$ cat src/rtl/core/rk4_pkg.sv
// rk4_pkg: shared constants and codes for the RK4 ODE step core.
// Used by the channel interfaces and by rk4_ode_step_core in rtl/core.
package rk4_pkg;

    // Fixed port widths
    localparam int DATA_W     = 32;
    localparam int INDEX_W    = 16;
    localparam int CFG_ADDR_W = 3;
    localparam int SEL_W      = 2;

    // Slope sum is divided by this constant
    localparam int SLOPE_DIV  = 6;

    // Configuration register indexes
    typedef enum logic [CFG_ADDR_W-1:0] {
        REG_ODE_SELECT  = 3'd0,
        REG_STEP_SIZE   = 3'd1,
        REG_START_TIME  = 3'd2,
        REG_START_VALUE = 3'd3,
        REG_STEP_LIMIT  = 3'd4
    } cfg_reg_t;

    // Right-hand side selection codes
    typedef enum logic [SEL_W-1:0] {
        ODE_T_MINUS_X  = 2'd0,
        ODE_X_OVER_1PT = 2'd1,
        ODE_T_PLUS_X   = 2'd2,
        ODE_RATIO      = 2'd3
    } ode_sel_t;

endpackage

$ cat src/rtl/core/rk4_if.sv
// rk4_if: valid/ready channel interfaces of the RK4 ODE step core.
// Depends on rk4_pkg for the payload widths.
interface rk4_in_if;
    logic valid;
    logic ready;
    logic restart;
    modport source (output valid, output restart, input ready);
    modport sink (input valid, input restart, output ready);
endinterface

interface rk4_out_if;
    logic                              valid;
    logic                              ready;
    logic [rk4_pkg::INDEX_W-1:0]       step_index;
    logic signed [rk4_pkg::DATA_W-1:0] time_after;
    logic signed [rk4_pkg::DATA_W-1:0] value_after;
    logic                              final_step;
    logic                              div_fault;
    logic                              overflow;
    modport source (output valid, output step_index, output time_after,
                    output value_after, output final_step, output div_fault,
                    output overflow, input ready);
    modport sink (input valid, input step_index, input time_after,
                  input value_after, input final_step, input div_fault,
                  input overflow, output ready);
endinterface

interface rk4_cfg_if;
    logic                           valid;
    logic                           ready;
    logic [rk4_pkg::CFG_ADDR_W-1:0] index;
    logic [rk4_pkg::DATA_W-1:0]     data;
    modport source (output valid, output index, output data, input ready);
    modport sink (input valid, input index, input data, output ready);
endinterface

$ cat src/rtl/core/rk4_mul.sv
// rk4_mul: bit-serial sign/magnitude multiplier, one multiplier bit per cycle,
// optional fraction shift and saturation to the word range. No dependencies.
module rk4_mul #(
    parameter int W = 32,
    parameter int F = 16
) (
    input  logic             clk,
    input  logic             rst_n,
    input  logic             go,
    input  logic [W+1:0]     a_mag,
    input  logic [W+1:0]     b_mag,
    input  logic             neg,
    input  logic             frac,
    output logic             done,
    output logic [W-1:0]     result,
    output logic             ovf
);

    localparam int OW = W + 2;
    localparam int PW = 2 * OW;
    localparam int CW = $clog2(OW + 1);
    localparam logic [CW-1:0] LAST = CW'(OW - 1);
    localparam logic [PW-1:0] POS_LIM = PW'({1'b0, {(W-1){1'b1}}});

    logic          busy_reg;
    logic          fin_reg;
    logic          done_reg;
    logic [CW-1:0] cnt_reg;
    logic [PW-1:0] acc_reg;
    logic [PW-1:0] mc_reg;
    logic [OW-1:0] mp_reg;
    logic          neg_reg;
    logic          frac_reg;
    logic [W-1:0]  result_reg;
    logic          ovf_reg;

    logic [PW-1:0] shifted;
    logic [PW-1:0] lim;
    logic          over;
    logic [W-1:0]  mag_c;

    // Final shift, saturation and sign
    always_comb
    begin
        shifted = frac_reg ? (acc_reg >> F) : acc_reg;
        lim     = POS_LIM + PW'(neg_reg);
        over    = shifted > lim;
        mag_c   = over ? lim[W-1:0] : shifted[W-1:0];
    end

    // Shift-and-add sequence
    always_ff @(posedge clk or negedge rst_n)
    begin
        if (!rst_n)
        begin
            busy_reg <= 1'b0;
            fin_reg  <= 1'b0;
            done_reg <= 1'b0;
        end
        else
        begin
            done_reg <= 1'b0;
            if (go)
            begin
                acc_reg  <= '0;
                mc_reg   <= PW'(a_mag);
                mp_reg   <= b_mag;
                cnt_reg  <= '0;
                neg_reg  <= neg;
                frac_reg <= frac;
                busy_reg <= 1'b1;
            end
            else if (busy_reg)
            begin
                if (mp_reg[0])
                begin
                    acc_reg <= acc_reg + mc_reg;
                end
                mc_reg  <= mc_reg << 1;
                mp_reg  <= mp_reg >> 1;
                cnt_reg <= cnt_reg + 1'b1;
                if (cnt_reg == LAST)
                begin
                    busy_reg <= 1'b0;
                    fin_reg  <= 1'b1;
                end
            end
            else if (fin_reg)
            begin
                fin_reg    <= 1'b0;
                done_reg   <= 1'b1;
                result_reg <= neg_reg ? (~mag_c + 1'b1) : mag_c;
                ovf_reg    <= over;
            end
        end
    end

    assign done   = done_reg;
    assign result = result_reg;
    assign ovf    = ovf_reg;

endmodule

$ cat src/rtl/core/rk4_div.sv
// rk4_div: restoring fixed-point divider, one quotient bit per cycle,
// quotient saturated to the word range. No dependencies.
module rk4_div #(
    parameter int W = 32,
    parameter int F = 16
) (
    input  logic             clk,
    input  logic             rst_n,
    input  logic             go,
    input  logic [W-1:0]     num_mag,
    input  logic [W+F+3:0]   den,
    input  logic             neg,
    output logic             done,
    output logic [W-1:0]     result,
    output logic             ovf
);

    localparam int NW = W + F;
    localparam int DW = W + F + 4;
    localparam int CW = $clog2(NW);
    localparam logic [CW-1:0] LAST = CW'(NW - 1);
    localparam logic [NW-1:0] POS_LIM = NW'({1'b0, {(W-1){1'b1}}});

    logic          busy_reg;
    logic          fin_reg;
    logic          done_reg;
    logic [CW-1:0] cnt_reg;
    logic [NW-1:0] dvd_reg;
    logic [DW-1:0] rem_reg;
    logic [DW-1:0] den_reg;
    logic [NW-1:0] q_reg;
    logic          neg_reg;
    logic [W-1:0]  result_reg;
    logic          ovf_reg;

    logic [DW:0]   rr;
    logic          ge;
    logic [DW:0]   diff;
    logic [NW-1:0] lim;
    logic          over;
    logic [W-1:0]  mag_c;

    // One restoring step and the final saturation
    always_comb
    begin
        rr    = {rem_reg, dvd_reg[NW-1]};
        ge    = rr >= {1'b0, den_reg};
        diff  = rr - {1'b0, den_reg};
        lim   = POS_LIM + NW'(neg_reg);
        over  = q_reg > lim;
        mag_c = over ? lim[W-1:0] : q_reg[W-1:0];
    end

    always_ff @(posedge clk or negedge rst_n)
    begin
        if (!rst_n)
        begin
            busy_reg <= 1'b0;
            fin_reg  <= 1'b0;
            done_reg <= 1'b0;
        end
        else
        begin
            done_reg <= 1'b0;
            if (go)
            begin
                dvd_reg  <= NW'(num_mag) << F;
                rem_reg  <= '0;
                q_reg    <= '0;
                den_reg  <= den;
                neg_reg  <= neg;
                cnt_reg  <= '0;
                busy_reg <= 1'b1;
            end
            else if (busy_reg)
            begin
                rem_reg <= ge ? diff[DW-1:0] : rr[DW-1:0];
                q_reg   <= {q_reg[NW-2:0], ge};
                dvd_reg <= dvd_reg << 1;
                cnt_reg <= cnt_reg + 1'b1;
                if (cnt_reg == LAST)
                begin
                    busy_reg <= 1'b0;
                    fin_reg  <= 1'b1;
                end
            end
            else if (fin_reg)
            begin
                fin_reg    <= 1'b0;
                done_reg   <= 1'b1;
                result_reg <= neg_reg ? (~mag_c + 1'b1) : mag_c;
                ovf_reg    <= over;
            end
        end
    end

    assign done   = done_reg;
    assign result = result_reg;
    assign ovf    = ovf_reg;

endmodule

$ cat src/rtl/core/rk4_ode_step_core.sv
// RK4 ODE step core: each input transfer advances x' = f(t, x) by one classical
// fourth-order Runge-Kutta step in saturating signed fixed point (WORD_BITS total,
// FRAC_BITS fraction; Q16.16 by default) and returns one result transfer. Depends
// on rk4_pkg, rk4_if, rk4_mul and rk4_div.
//
// The step runs on one bit-serial multiplier and one restoring divider, one bit
// per cycle each. A step takes six products and one to five quotients (one for
// ode_select 0 and 2; for 1 and 3, five unless a denominator is zero). One item
// is in work at a time; the next one is taken while the previous result still
// waits in the output register.
module rk4_ode_step_core #(
    parameter int WORD_BITS = 32,
    parameter int FRAC_BITS = 16
) (
    input  logic         clk,
    input  logic         rst_n,
    rk4_in_if.sink       step_in,
    rk4_out_if.source    step_out,
    rk4_cfg_if.sink      cfg
);

    localparam int W  = WORD_BITS;
    localparam int F  = FRAC_BITS;
    localparam int OW = W + 2;
    localparam int DW = W + F + 4;

    typedef logic signed [W-1:0] word_t;
    typedef struct packed {
        logic  o;
        word_t w;
    } sat_t;

    localparam word_t MAX_V = {1'b0, {(W-1){1'b1}}};
    localparam word_t MIN_V = {1'b1, {(W-1){1'b0}}};
    localparam logic signed [63:0] MAX64 = 64'(MAX_V);
    localparam logic signed [63:0] MIN64 = 64'(MIN_V);
    localparam logic  ONE_SAT = (F > W - 2);
    localparam word_t ONE_VAL = ONE_SAT ? MAX_V : ({{(W-1){1'b0}}, 1'b1} << F);
    localparam logic [DW-1:0] SIX_DEN = DW'(rk4_pkg::SLOPE_DIV) << F;

    // Saturating add and subtract
    function automatic sat_t sat_add(word_t a, word_t b);
        logic signed [W:0] s;
        sat_t r;
        s = {a[W-1], a} + {b[W-1], b};
        r.o = s[W] != s[W-1];
        r.w = r.o ? (s[W] ? MIN_V : MAX_V) : s[W-1:0];
        return r;
    endfunction

    function automatic sat_t sat_sub(word_t a, word_t b);
        logic signed [W:0] s;
        sat_t r;
        s = {a[W-1], a} - {b[W-1], b};
        r.o = s[W] != s[W-1];
        r.w = r.o ? (s[W] ? MIN_V : MAX_V) : s[W-1:0];
        return r;
    endfunction

    // Halve, truncating toward zero
    function automatic word_t half_of(word_t a);
        word_t t;
        t = a + {{(W-1){1'b0}}, a[W-1]};
        return {t[W-1], t[W-1:1]};
    endfunction

    function automatic logic [W-1:0] mag(word_t a);
        return a[W-1] ? (~a + 1'b1) : a;
    endfunction

    // Register write value: sign-extend 32 bits, clamp to the word
    function automatic word_t reg_value(logic [rk4_pkg::DATA_W-1:0] v);
        logic signed [63:0] e;
        e = 64'(signed'(v));
        if (e > MAX64)
        begin
            e = MAX64;
        end
        else if (e < MIN64)
        begin
            e = MIN64;
        end
        return e[W-1:0];
    endfunction

    function automatic logic [rk4_pkg::DATA_W-1:0] to_out(word_t v);
        logic signed [63:0] e;
        e = 64'(v);
        return e[rk4_pkg::DATA_W-1:0];
    endfunction

    localparam word_t H_RESET = reg_value(32'h0001_0000);

    typedef enum logic [3:0] {
        S_IDLE, S_TMUL0, S_TMUL1, S_PREP, S_XARG, S_RHS, S_DIV,
        S_KMUL, S_KMUL_W, S_SUMA, S_SUMB, S_INC, S_OUT
    } state_t;

    state_t state_reg;

    // Configuration
    logic [rk4_pkg::SEL_W-1:0]   sel_reg;
    word_t                       h_reg;
    word_t                       t0_reg;
    word_t                       x0_reg;
    logic [rk4_pkg::INDEX_W-1:0] limit_reg;

    // Step state and working values
    word_t                       x_reg;
    logic [rk4_pkg::INDEX_W-1:0] cnt_reg;
    word_t                       t_reg;
    word_t                       tm_reg;
    word_t                       te_reg;
    word_t                       ta_reg;
    word_t                       k_reg [4];
    logic [1:0]                  stage_reg;
    word_t                       xa_reg;
    word_t                       targ_reg;
    word_t                       f_reg;
    word_t                       s12_reg;
    word_t                       s23_reg;
    word_t                       s34_reg;
    logic                        ovf_reg;
    logic                        divf_reg;

    // Arithmetic unit requests
    logic          mul_go_reg;
    logic [OW-1:0] mul_a_reg;
    logic [OW-1:0] mul_b_reg;
    logic          mul_neg_reg;
    logic          mul_frac_reg;
    logic          div_go_reg;
    logic [W-1:0]  div_num_reg;
    logic [DW-1:0] div_den_reg;
    logic          div_neg_reg;

    // Output register
    logic                        out_valid_reg;
    logic [rk4_pkg::INDEX_W-1:0] out_idx_reg;
    logic [rk4_pkg::DATA_W-1:0]  out_time_reg;
    logic [rk4_pkg::DATA_W-1:0]  out_value_reg;
    logic                        out_final_reg;
    logic                        out_divf_reg;
    logic                        out_ovf_reg;

    logic         mul_done;
    logic [W-1:0] mul_res;
    logic         mul_ovf;
    logic         div_done;
    logic [W-1:0] div_res;
    logic         div_ovf;

    sat_t  ts_c, tm_c, te_c, xa_c, dsub_c, dadd_c, done_c;
    sat_t  a12_c, a23_c, a34_c, sab_c, sum_c, xnew_c;
    word_t targ_c, kprev_c, num_c, den_c;
    logic  rhs_ovf_c;

    rk4_mul #(.W(W), .F(F)) u_mul (
        .clk    (clk),
        .rst_n  (rst_n),
        .go     (mul_go_reg),
        .a_mag  (mul_a_reg),
        .b_mag  (mul_b_reg),
        .neg    (mul_neg_reg),
        .frac   (mul_frac_reg),
        .done   (mul_done),
        .result (mul_res),
        .ovf    (mul_ovf)
    );

    rk4_div #(.W(W), .F(F)) u_div (
        .clk     (clk),
        .rst_n   (rst_n),
        .go      (div_go_reg),
        .num_mag (div_num_reg),
        .den     (div_den_reg),
        .neg     (div_neg_reg),
        .done    (div_done),
        .result  (div_res),
        .ovf     (div_ovf)
    );

    // Datapath around the serial units
    always_comb
    begin
        ts_c    = sat_add(t0_reg, word_t'(mul_res));
        tm_c    = sat_add(t_reg, half_of(h_reg));
        te_c    = sat_add(t_reg, h_reg);
        kprev_c = k_reg[stage_reg - 2'd1];
        xa_c    = sat_add(x_reg, (stage_reg == 2'd3) ? kprev_c : half_of(kprev_c));
        case (stage_reg)
            2'd0:    targ_c = t_reg;
            2'd3:    targ_c = te_reg;
            default: targ_c = tm_reg;
        endcase
        dsub_c  = sat_sub(targ_reg, xa_reg);
        dadd_c  = sat_add(targ_reg, xa_reg);
        done_c  = sat_add(ONE_VAL, targ_reg);
        case (rk4_pkg::ode_sel_t'(sel_reg))
            rk4_pkg::ODE_T_MINUS_X:
            begin
                num_c     = dsub_c.w;
                den_c     = done_c.w;
                rhs_ovf_c = dsub_c.o;
            end
            rk4_pkg::ODE_X_OVER_1PT:
            begin
                num_c     = xa_reg;
                den_c     = done_c.w;
                rhs_ovf_c = done_c.o | ONE_SAT;
            end
            rk4_pkg::ODE_T_PLUS_X:
            begin
                num_c     = dadd_c.w;
                den_c     = done_c.w;
                rhs_ovf_c = dadd_c.o;
            end
            default:
            begin
                num_c     = dsub_c.w;
                den_c     = dadd_c.w;
                rhs_ovf_c = dsub_c.o | dadd_c.o;
            end
        endcase
        a12_c  = sat_add(k_reg[0], k_reg[1]);
        a23_c  = sat_add(k_reg[1], k_reg[2]);
        a34_c  = sat_add(k_reg[2], k_reg[3]);
        sab_c  = sat_add(s12_reg, s23_reg);
        sum_c  = sat_add(sab_c.w, s34_reg);
        xnew_c = sat_add(x_reg, word_t'(div_res));
    end

    // Sequencer, configuration and output register
    always_ff @(posedge clk or negedge rst_n)
    begin
        if (!rst_n)
        begin
            state_reg     <= S_IDLE;
            sel_reg       <= '0;
            h_reg         <= H_RESET;
            t0_reg        <= '0;
            x0_reg        <= '0;
            limit_reg     <= 16'd1;
            x_reg         <= '0;
            cnt_reg       <= '0;
            stage_reg     <= '0;
            ovf_reg       <= 1'b0;
            divf_reg      <= 1'b0;
            mul_go_reg    <= 1'b0;
            div_go_reg    <= 1'b0;
            out_valid_reg <= 1'b0;
        end
        else
        begin
            mul_go_reg <= 1'b0;
            div_go_reg <= 1'b0;
            if (out_valid_reg && step_out.ready)
            begin
                out_valid_reg <= 1'b0;
            end

            if (cfg.valid)
            begin
                case (rk4_pkg::cfg_reg_t'(cfg.index))
                    rk4_pkg::REG_ODE_SELECT:  sel_reg   <= cfg.data[rk4_pkg::SEL_W-1:0];
                    rk4_pkg::REG_STEP_SIZE:   h_reg     <= reg_value(cfg.data);
                    rk4_pkg::REG_START_TIME:  t0_reg    <= reg_value(cfg.data);
                    rk4_pkg::REG_START_VALUE: x0_reg    <= reg_value(cfg.data);
                    rk4_pkg::REG_STEP_LIMIT:  limit_reg <= cfg.data[rk4_pkg::INDEX_W-1:0];
                    default: ;
                endcase
            end

            case (state_reg)
                // Take an item, start count * h
                S_IDLE:
                begin
                    if (step_in.valid)
                    begin
                        ovf_reg      <= 1'b0;
                        divf_reg     <= 1'b0;
                        if (step_in.restart)
                        begin
                            x_reg   <= x0_reg;
                            cnt_reg <= '0;
                        end
                        mul_a_reg    <= step_in.restart ? '0 : OW'(cnt_reg);
                        mul_b_reg    <= OW'(mag(h_reg));
                        mul_neg_reg  <= h_reg[W-1];
                        mul_frac_reg <= 1'b0;
                        mul_go_reg   <= 1'b1;
                        state_reg    <= S_TMUL0;
                    end
                end
                // t, then start (count + 1) * h
                S_TMUL0:
                begin
                    if (mul_done)
                    begin
                        t_reg      <= ts_c.w;
                        ovf_reg    <= ovf_reg | mul_ovf | ts_c.o;
                        mul_a_reg  <= OW'({1'b0, cnt_reg} + 17'd1);
                        mul_go_reg <= 1'b1;
                        state_reg  <= S_TMUL1;
                    end
                end
                S_TMUL1:
                begin
                    if (mul_done)
                    begin
                        ta_reg    <= ts_c.w;
                        ovf_reg   <= ovf_reg | mul_ovf | ts_c.o;
                        state_reg <= S_PREP;
                    end
                end
                // Midpoint and end times
                S_PREP:
                begin
                    tm_reg    <= tm_c.w;
                    te_reg    <= te_c.w;
                    ovf_reg   <= ovf_reg | tm_c.o | te_c.o;
                    stage_reg <= '0;
                    state_reg <= S_XARG;
                end
                // Arguments of this stage's f(t, x)
                S_XARG:
                begin
                    targ_reg <= targ_c;
                    if (stage_reg == 2'd0)
                    begin
                        xa_reg <= x_reg;
                    end
                    else
                    begin
                        xa_reg  <= xa_c.w;
                        ovf_reg <= ovf_reg | xa_c.o;
                    end
                    state_reg <= S_RHS;
                end
                // Right-hand side, direct or through the divider
                S_RHS:
                begin
                    ovf_reg <= ovf_reg | rhs_ovf_c;
                    if (sel_reg == rk4_pkg::ODE_T_MINUS_X || sel_reg == rk4_pkg::ODE_T_PLUS_X)
                    begin
                        f_reg     <= num_c;
                        state_reg <= S_KMUL;
                    end
                    else if (den_c == '0)
                    begin
                        f_reg     <= num_c[W-1] ? MIN_V : MAX_V;
                        divf_reg  <= 1'b1;
                        state_reg <= S_KMUL;
                    end
                    else
                    begin
                        div_num_reg <= mag(num_c);
                        div_den_reg <= DW'(mag(den_c));
                        div_neg_reg <= num_c[W-1] ^ den_c[W-1];
                        div_go_reg  <= 1'b1;
                        state_reg   <= S_DIV;
                    end
                end
                S_DIV:
                begin
                    if (div_done)
                    begin
                        f_reg     <= div_res;
                        ovf_reg   <= ovf_reg | div_ovf;
                        state_reg <= S_KMUL;
                    end
                end
                // k = h * f
                S_KMUL:
                begin
                    mul_a_reg    <= OW'(mag(h_reg));
                    mul_b_reg    <= OW'(mag(f_reg));
                    mul_neg_reg  <= h_reg[W-1] ^ f_reg[W-1];
                    mul_frac_reg <= 1'b1;
                    mul_go_reg   <= 1'b1;
                    state_reg    <= S_KMUL_W;
                end
                S_KMUL_W:
                begin
                    if (mul_done)
                    begin
                        k_reg[stage_reg] <= mul_res;
                        ovf_reg          <= ovf_reg | mul_ovf;
                        stage_reg        <= stage_reg + 2'd1;
                        state_reg        <= (stage_reg == 2'd3) ? S_SUMA : S_XARG;
                    end
                end
                // k1 + 2 k2 + 2 k3 + k4, pairwise
                S_SUMA:
                begin
                    s12_reg   <= a12_c.w;
                    s23_reg   <= a23_c.w;
                    s34_reg   <= a34_c.w;
                    ovf_reg   <= ovf_reg | a12_c.o | a23_c.o | a34_c.o;
                    state_reg <= S_SUMB;
                end
                S_SUMB:
                begin
                    ovf_reg     <= ovf_reg | sab_c.o | sum_c.o;
                    div_num_reg <= mag(sum_c.w);
                    div_den_reg <= SIX_DEN;
                    div_neg_reg <= sum_c.w[W-1];
                    div_go_reg  <= 1'b1;
                    state_reg   <= S_INC;
                end
                // x += sum / 6
                S_INC:
                begin
                    if (div_done)
                    begin
                        x_reg     <= xnew_c.w;
                        cnt_reg   <= cnt_reg + 1'b1;
                        ovf_reg   <= ovf_reg | div_ovf | xnew_c.o;
                        state_reg <= S_OUT;
                    end
                end
                S_OUT:
                begin
                    if (!out_valid_reg || step_out.ready)
                    begin
                        out_valid_reg <= 1'b1;
                        out_idx_reg   <= cnt_reg;
                        out_time_reg  <= to_out(ta_reg);
                        out_value_reg <= to_out(x_reg);
                        out_final_reg <= cnt_reg == limit_reg;
                        out_divf_reg  <= divf_reg;
                        out_ovf_reg   <= ovf_reg;
                        state_reg     <= S_IDLE;
                    end
                end
                default:
                begin
                    state_reg <= S_IDLE;
                end
            endcase
        end
    end

    assign step_in.ready        = state_reg == S_IDLE;
    assign cfg.ready            = 1'b1;
    assign step_out.valid       = out_valid_reg;
    assign step_out.step_index  = out_idx_reg;
    assign step_out.time_after  = out_time_reg;
    assign step_out.value_after = out_value_reg;
    assign step_out.final_step  = out_final_reg;
    assign step_out.div_fault   = out_divf_reg;
    assign step_out.overflow    = out_ovf_reg;

endmodule
$ cat src/flat_wrapper.sv
// flat-port wrapper written by rule: the top's interface ports become plain ports
module rk4_ode_step_core_flat 
#(
    parameter int WORD_BITS = 32,
    parameter int FRAC_BITS = 16
)
  (clk, rst_n, step_in_valid, step_in_restart, step_in_ready, step_out_valid, step_out_step_index, step_out_time_after, step_out_value_after, step_out_final_step, step_out_div_fault, step_out_overflow, step_out_ready, cfg_valid, cfg_index, cfg_data, cfg_ready);
  rk4_in_if step_in_i ();
  rk4_out_if step_out_i ();
  rk4_cfg_if cfg_i ();
  input  logic clk;
  input  logic rst_n;
  input wire logic [$bits(step_in_i.valid)-1:0] step_in_valid;
  input wire logic [$bits(step_in_i.restart)-1:0] step_in_restart;
  output wire logic [$bits(step_in_i.ready)-1:0] step_in_ready;
  output wire logic [$bits(step_out_i.valid)-1:0] step_out_valid;
  output wire logic [$bits(step_out_i.step_index)-1:0] step_out_step_index;
  output wire logic [$bits(step_out_i.time_after)-1:0] step_out_time_after;
  output wire logic [$bits(step_out_i.value_after)-1:0] step_out_value_after;
  output wire logic [$bits(step_out_i.final_step)-1:0] step_out_final_step;
  output wire logic [$bits(step_out_i.div_fault)-1:0] step_out_div_fault;
  output wire logic [$bits(step_out_i.overflow)-1:0] step_out_overflow;
  input wire logic [$bits(step_out_i.ready)-1:0] step_out_ready;
  input wire logic [$bits(cfg_i.valid)-1:0] cfg_valid;
  input wire logic [$bits(cfg_i.index)-1:0] cfg_index;
  input wire logic [$bits(cfg_i.data)-1:0] cfg_data;
  output wire logic [$bits(cfg_i.ready)-1:0] cfg_ready;
  assign step_in_i.valid = step_in_valid;
  assign step_in_i.restart = step_in_restart;
  assign step_in_ready = step_in_i.ready;
  assign step_out_valid = step_out_i.valid;
  assign step_out_step_index = step_out_i.step_index;
  assign step_out_time_after = step_out_i.time_after;
  assign step_out_value_after = step_out_i.value_after;
  assign step_out_final_step = step_out_i.final_step;
  assign step_out_div_fault = step_out_i.div_fault;
  assign step_out_overflow = step_out_i.overflow;
  assign step_out_i.ready = step_out_ready;
  assign cfg_i.valid = cfg_valid;
  assign cfg_i.index = cfg_index;
  assign cfg_i.data = cfg_data;
  assign cfg_ready = cfg_i.ready;
  rk4_ode_step_core #(.WORD_BITS(WORD_BITS), .FRAC_BITS(FRAC_BITS)) u_core (.clk(clk), .rst_n(rst_n), .step_in(step_in_i), .step_out(step_out_i), .cfg(cfg_i));
endmodule
$ cat config.mk
export PLATFORM = sky130hd
export DESIGN_NAME = rk4_ode_step_core_flat
export DESIGN_NICKNAME = d
export VERILOG_FILES = /design/src/rtl/core/rk4_pkg.sv /design/src/rtl/core/rk4_if.sv /design/src/rtl/core/rk4_mul.sv /design/src/rtl/core/rk4_div.sv /design/src/rtl/core/rk4_ode_step_core.sv /design/src/flat_wrapper.sv
export SDC_FILE = /design/constraint.sdc
export NUM_CORES = 2
export LEC_CHECK = 0
export BUFFER_PORTS_ARGS = -buffer_cell sky130_fd_sc_hd__buf_2
export CAP_MARGIN = 20
export CORE_ASPECT_RATIO = 1.75
export CORE_MARGIN = 1.5
export CORE_UTILIZATION = 60
export CTS_BUF_LIST = sky130_fd_sc_hd__clkbuf_16
export DETAILED_ROUTE_END_ITERATION = 7
export GPL_TIMING_DRIVEN = 0
export MAX_ROUTING_LAYER = met4
export PLACE_DENSITY_LB_ADDON = 0.3
export SYNTH_ARGS = -nofsm -noshare
export SYNTH_HDL_FRONTEND = slang
export SYNTH_SLANG_ARGS = --single-unit
$ cat constraint.sdc
create_clock -name clk -period 24 [get_ports clk]
set_input_delay 2.4 -clock clk [delete_from_list [all_inputs] [get_ports clk]]
set_output_delay 2.4 -clock clk [all_outputs]
set_load 0.05 [all_outputs]
# --- After elaboration in Yosys (flattened, before gate mapping) ---
# Memory sizes are Yosys's and may differ from the RTL's.
# Index checks and enable logic that the tools add are counted.
# W data, S select, Z words.
op_classes:
  n_mux: 138
  n_div: 0
  n_bitwise: 27
  mul: 0
  n_addsub: 32
  magnitude_cmp: 5
  eq_ne: 51
  n_shift: 0
  n_reduce_logical: 50
op_table:
  columns: ["op", "count"]
  rows:
  - ["$mux W32", 49]
  - ["$add A32 B32 Y33", 10]
  - ["$pmux W32 S2", 5]
  - ["$mux W68", 4]
  - ["$add A32 B1 Y32 const B", 7]
  - ["$not A32 Y32", 7]
  - ["$mux W52", 4]
  - ["$mux W34", 6]
  - ["$mux W48", 3]
  - ["$pmux W52 S2", 1]
  - ["$pmux W34 S3", 1]
  - ["$add A68 B68 Y68", 1]
  - ["$gt A68 B32 Y1", 1]
  - ["$pmux W34 S2", 1]
  - ["$add A31 B1 Y32 const A", 2]
  - ["$add A32 B1 Y32", 2]
  - ["$mux W16", 4]
  - ["$ge A53 B52 Y1", 1]
  - ["$pmux W4 S13", 1]
  - ["$sub A52 B52 Y52", 1]
  - ["$gt A48 B32 Y1", 1]
  - ["$mux W1", 37]
  - ["$mux W4", 9]
  - ["$add A18 B32 Y33 const A", 1]
  - ["50 further kinds", 144]
totals:
  elab_cells: 365
  mem_bits_rw: 128
  latch_bits: 0
  memories: 1
  output_inout_bits: 86
  romBits: 0
  in_bits: 41
  ff_bits: 1188
mem_list:
  columns: ["memory", "words", "width", "rd", "rd_ports_with_merged_regs", "write_ports", "line_no", "source"]
  rows:
  - ["u_core.k_reg", 4, 32, 5, 0, 1, "rk4_ode_step_core.sv:115", "word_t k_reg [4];"]

# --- Longest topological paths before layout ---
depth:
  ltp_word: 10
  ltp_mapped: 44
  ltp_nobuf: 40

# --- By module ---
# A second synthesis with hierarchy kept.
hier_totals:
  cells_unflattened: 9233
  hier_area_um2: 89483.3
by_module_without_submodules:
  columns: ["mod", "seq_area_each_um2", "n_inst", "cells_per_inst", "area_each_um2"]
  rows:
  - ["rk4_ode_step_core", 24210.7, 1, 6261, 59638.4]
  - ["rk4_mul", 6411.1, 1, 1544, 15108.2]
  - ["rk4_div", 7282.0, 1, 1428, 14736.6]

# --- Worst setup path after synthesis ---
# OpenSTA, ideal clock, no wires.
synth_path:
  kind: "register to register"
  startpoint: "register u_core.targ_reg[10]"
  endpoint: "register u_core.div_den_reg[0] (enable)"
  stages_incl_launch_ff: 26
  synth_period_minus_slack_ns: 10.160
  setup_ns: 0.585
  slack_ns: 13.840
  t_required_ns: 23.415
  arrival_ns: 9.575
  path_buffers: 4
  path_cell_list: "edfxtp_1 > ha_1 > buf_2 > nor2_1 > a2bb2oi_1 > a31oi_1 > nor4_1 > a2111oi_2 > o31ai_1 > nand2_1 > a221o_1 > a21oi_1 > o21bai_1 > xnor2_1 > ha_1 > clkbuf_1 > clkbuf_1 > clkbuf_1 > nand2_1 > o221a_2 > o22ai_1 > nor4_2 > o2111a_1 > nand2_1 > nor3_1 > o31ai_1"
synth_via:
  elab_chain_cells: 7
  word_cells_on_any_way: 12
  cone_classes: "2 x add/sub; 3 x eq/ne; 5 x mux; 2 x reduce/logical"
synth_rtl:
  columns: ["item", "line_no", "source"]
  rows:
  - ["start: declaration", "rk4_ode_step_core.sv:118", "word_t targ_reg;"]
  - ["start signal: assignment", "rk4_ode_step_core.sv:328", "targ_reg <= targ_c;"]
  - ["$add A32 B32 Y33 or $add A18 B32 Y33 (tied branches)", "rk4_ode_step_core.sv:45", "s = {a[W-1], a} + {b[W-1], b};"]
  - ["$mux W32 or $ne A1 B1 Y1 (tied branches)", "rk4_ode_step_core.sv:47, rk4_ode_step_core.sv:46", null]
  - ["$mux W32", "rk4_ode_step_core.sv:47", "r.w = r.o ? (s[W] ? MIN_V : MAX_V) : s[W-1:0];"]
  - ["$mux W32 (*)", "rk4_ode_step_core.sv:199", "case (rk4_pkg::ode_sel_t'(sel_reg))"]
  - ["$logic_not A32 Y1 (*)", "rk4_ode_step_core.sv:349", "else if (den_c == '0)"]
  - ["$ne A2 B2 Y1 (no source line) (*)", null, null]
  - ["$reduce_and A4 Y1 (no source line) (*)", null, null]
  - ["end signal: assignment", "rk4_ode_step_core.sv:358", "div_den_reg <= DW'(mag(den_c));"]
  - ["end: declaration", "rk4_ode_step_core.sv:134", "logic [DW-1:0] div_den_reg;"]
# Mark *: on every way between the ends. The rest lies on a longest branch, timed or not.
# A chain may end at the register's enable or synchronous reset.

# --- Final worst setup path ---
layout_path:
  startpoint: "register u_core.s23_reg[4]"
  endpoint: "register u_core.div_num_reg[30] (data pin)"
layout_via:
  elab_chain_cells: 10
  word_cells_on_any_way: 12
  cone_classes: "3 x add/sub; 2 x eq/ne; 6 x mux; 1 x bitwise"
layout_rtl:
  columns: ["item", "line_no", "source"]
  rows:
  - ["start: declaration", "rk4_ode_step_core.sv:121", "word_t s23_reg;"]
  - ["start signal: assignment", "rk4_ode_step_core.sv:397", "s23_reg <= a23_c.w;"]
  - ["$add A32 B32 Y33 (*)", "rk4_ode_step_core.sv:45", null]
  - ["$mux W32 or $ne A1 B1 Y1 (tied branches)", "rk4_ode_step_core.sv:47, rk4_ode_step_core.sv:46", null]
  - ["$mux W32 (*)", "rk4_ode_step_core.sv:47", null]
  - ["$add A32 B32 Y33 (*)", "rk4_ode_step_core.sv:45", null]
  - ["$mux W32 or $ne A1 B1 Y1 (tied branches)", "rk4_ode_step_core.sv:47, rk4_ode_step_core.sv:46", null]
  - ["$mux W32 (*)", "rk4_ode_step_core.sv:47", null]
  - ["$not A32 Y32", "rk4_ode_step_core.sv:68", "return a[W-1] ? (~a + 1'b1) : a;"]
  - ["$add A32 B1 Y32", "rk4_ode_step_core.sv:68", null]
  - ["$mux W32 (*)", "rk4_ode_step_core.sv:68", null]
  - ["$pmux W32 S2 (*)", "rk4_ode_step_core.sv:274", "case (state_reg)"]
  - ["end signal: assignment", "rk4_ode_step_core.sv:357", "div_num_reg <= mag(num_c);"]
  - ["end signal: assignment", "rk4_ode_step_core.sv:405", "div_num_reg <= mag(sum_c.w);"]
  - ["end: declaration", "rk4_ode_step_core.sv:133", "logic [W-1:0] div_num_reg;"]
# Marked as above.

==> flow_metrics.env <==
export IMPL_cts_buffers=114
export IMPL_whs_ns=0.415
export IMPL_largest_register_ffs=128
export IMPL_start_util_pct=60.5
export IMPL_cts_sinks=1270
export IMPL_slew_headroom_pct=3.38
export IMPL_yosysWarnings=0
export IMPL_yosys_top_cells_count="edfxtp_1, a21oi_1, nand2_1"
export IMPL_grt_overflow=0
export IMPL_grt_use_total_pct=47.6
export IMPL_vias=75700
export IMPL_placedCellCount=10800
export IMPL_grt_pass1_wl_um=487000
export IMPL_finalWorstSetupSlack_ns=9.71
export IMPL_synthFlopType="edfxtp_1"
export IMPL_drt_iter0_markers=7715
export IMPL_finalHoldViolCount=0
export IMPL_hold_depth=0
export IMPL_cts_hold_fix_buffers=0
export IMPL_io_pin_count=127
export IMPL_mappedNetlistArea_sq_um=86000
export IMPL_cts_root_buf="clkbuf_16"
export IMPL_tritoncts="yes"
export IMPL_pre_cts_ws_ns=10.70
export IMPL_powerDensity_nw_per_um2=123
export IMPL_critPathMaxStageDelay_ns=1.04
export IMPL_synth_top_cell_area_share_pct=38.1
export IMPL_grt_pass1_vias=74700
export IMPL_ys_seq_elements=1270
export IMPL_fin_crit_ns=14.29
export IMPL_cts_repair_resized=0
export IMPL_drive_gt1_share_pct=8.08
export IMPL_critPathRequiredTime_ns=24.52
export IMPL_cap_viol_max_count=0
export IMPL_finClkSkew_ns=0.0600
export IMPL_tightest_slew_ns=1.45
export IMPL_synth_most_common_cell="edfxtp_1"
export IMPL_synth_seq_area_share_pct=43.3
export IMPL_syn_avg_cell_area_sq_um=9.81
export IMPL_firstDrtPassIters=8
export IMPL_grt_max_degree=123
export IMPL_die_area_sq_um=146000
export IMPL_synth_area_leader_cell="edfxtp_1"
export IMPL_clk_latency_ns=0.83
export IMPL_violations="design-rule violations"
export IMPL_hold_end="u_core.u_div.den_reg[18]"
export IMPL_routed_wl_um=341000
export IMPL_core_area_sq_um=142000
export IMPL_clkTransAtPathRegs_ns=0.07
export IMPL_antenna_left=0
export IMPL_io_buffer_count=125
export IMPL_rr_startpoint="u_core.s23_reg[4]"
export IMPL_grt_antenna_before_repair=21
export IMPL_setup_viol=0
export IMPL_rsz0062_at_grt="no"
export IMPL_syn_inst=8770
export IMPL_num_rows=183
export IMPL_avgRoutedWirePerCell_um=30.8
export IMPL_slowest_stage="nor4_1"
export IMPL_critPathBufInv=5
export IMPL_place_congestion=1.13
export IMPL_drc_errors=3
export IMPL_period_share_pct=59.5
export IMPL_hp_class="flop to flop"
export IMPL_vias_per_cell=6.84
export IMPL_synth_area_top_cells="edfxtp_1, ha_1, dfrtp_1"
export IMPL_die_h_um=504
export IMPL_die_width_um=289
export IMPL_critPathTopFamily="simple AND/OR/NAND/NOR gates"
export IMPL_crit_path_frequent_cell="clkbuf_1"
export IMPL_syn_to_final_growth_pct=9.34
export IMPL_endpoint_kind="flop"
export IMPL_hp_start="u_core.div_den_reg[18]"
export IMPL_synth_edf_count=1091
export IMPL_max_freq_ghz=0.0700
export IMPL_crit_type="flop to flop"
export IMPL_r2r_setup_slack_ns=9.71
export IMPL_cts_htree_levels=3
export IMPL_cts_max_path_buffers=3
export IMPL_cp_arrival_ns=14.81
export IMPL_reg2reg_depth=42
export IMPL_dp_final_hpwl_um=271000
export IMPL_path_depth=42
export IMPL_final_nets=9727
export IMPL_crit_path_start_kind="flop"
export IMPL_peakVddDrop_mv=0.140
export IMPL_p_leak_nw=36.9
export IMPL_post_cts_setup_buffer_count=0
export IMPL_status="finished with violations"
export IMPL_crit_path_max_fanout=10
export IMPL_synthArstFlopShare_pct=14.1
export IMPL_synth_cell_types=120
export IMPL_rr_endpoint="u_core.div_num_reg[30]"
export IMPL_final_cells=11100
export IMPL_drv_slew=0
export IMPL_finalSetupTns_ns=0
export IMPL_mappedNetlistNets=9399
per-layer routing:
metal	global-route usage (%)	up-vias	part of all wire, %	routed length, um
li1	-	33300	-	-
met1	44.6	36000	31	105000
met2	76.5	4527	47	162000
met3	9.89	1901	7.9	26900
met4	52.4	0	14	47400
met5	-	-	0	0
metrics by stage:
stage          area, sq um  power [mW]  utilization (%)
6_report             94100        11.5             66.2
5_1_grt              94100        12.0             66.1
4_1_cts              93900        11.2             66.0
3_5_place_dp         90000        9.30             63.3
3_3_place_gp         89000        9.11             62.6
2_1_floorplan        86000        7.22                -
placed cells by master (no fill, tap or decap), types with 32 or more instances in the layout:
| cell type | instances |
|---|---|
| edfxtp_1 | 1091 |
| a21oi_1 | 807 |
| nand2_1 | 765 |
| nor2_1 | 753 |
| o21ai_0 | 676 |
| ha_1 | 574 |
| xnor2_1 | 383 |
| clkbuf_1 | 344 |
| inv_1 | 335 |
| a21o_1 | 258 |
| xor2_1 | 230 |
| dfrtp_1 | 177 |
| nand3_1 | 161 |
| mux2_2 | 158 |
| buf_2 | 146 |
| mux2i_1 | 145 |
| nor3_1 | 141 |
| clkbuf_16 | 117 |
| a211oi_1 | 98 |
| o21a_1 | 89 |
| nand4_1 | 85 |
| nor2b_1 | 83 |
| or3_1 | 81 |
| o21bai_1 | 79 |
| and3_1 | 78 |
| o31ai_1 | 76 |
| nand2b_1 | 76 |
| a31oi_1 | 74 |
| o211ai_1 | 70 |
| a22o_1 | 64 |
| and2_1 | 59 |
| maj3_1 | 57 |
| a22oi_1 | 55 |
| nor4_1 | 54 |
| buf_4 | 38 |
| buf_1 | 32 |
| mux4_2 | 32 |
power breakdown:
part / total [mW] / switching [mW] / internal (mW)
clock: 1.94 / 0.940 / 0.995
sequential: 3.67 / 0.523 / 3.14
combinational: 5.94 / 3.91 / 2.03
worst max path at each step:
stage	slack [ns]	end	start
final	9.71	u_core.div_num_reg[30]	u_core.s23_reg[4]
after global routing	9.51	u_core.div_num_reg[30]	u_core.s23_reg[4]
after detailed placement	10.70	u_core.div_num_reg[30]	u_core.s23_reg[4]
after floorplan	13.84	u_core.div_den_reg[0]	u_core.targ_reg[10]
after CTS	10.58	u_core.div_num_reg[30]	u_core.s23_reg[4]
after global placement	1.36	u_core.s12_reg[11]	rst_n
cells by family (layout without fill, tap and decap cells):
| group | after synthesis | after routing | share of synthesized area, % |
|---|---|---|---|
| fa+ha+maj | 645 | 645 | 9.34 |
| xor+xnor | 614 | 614 | 6.26 |
| flops | 1270 | 1270 | 43.3 |
| buf+inv | 728 | 1157 | 3.27 |
| other cells | 1 | 22 | 0.00436 |
| mux | 337 | 337 | 4.62 |
| simple gates | 2495 | 2495 | 13.6 |
| compound gates | 2680 | 2680 | 19.6 |
cell type report:
cell class              instances  area, sq um
clock inverters               100          932
clock buffers                 117         2930
repair buffers                212         1670
diodes                         21         52.6
well taps                    1850         2310
inverters                     325         1220
fillers                     11000        48100
plain buffers                 403         1600
flip-flops and latches       1270        37200
multi-input cells            6772        46100
(Power assumes the default switching activity.)
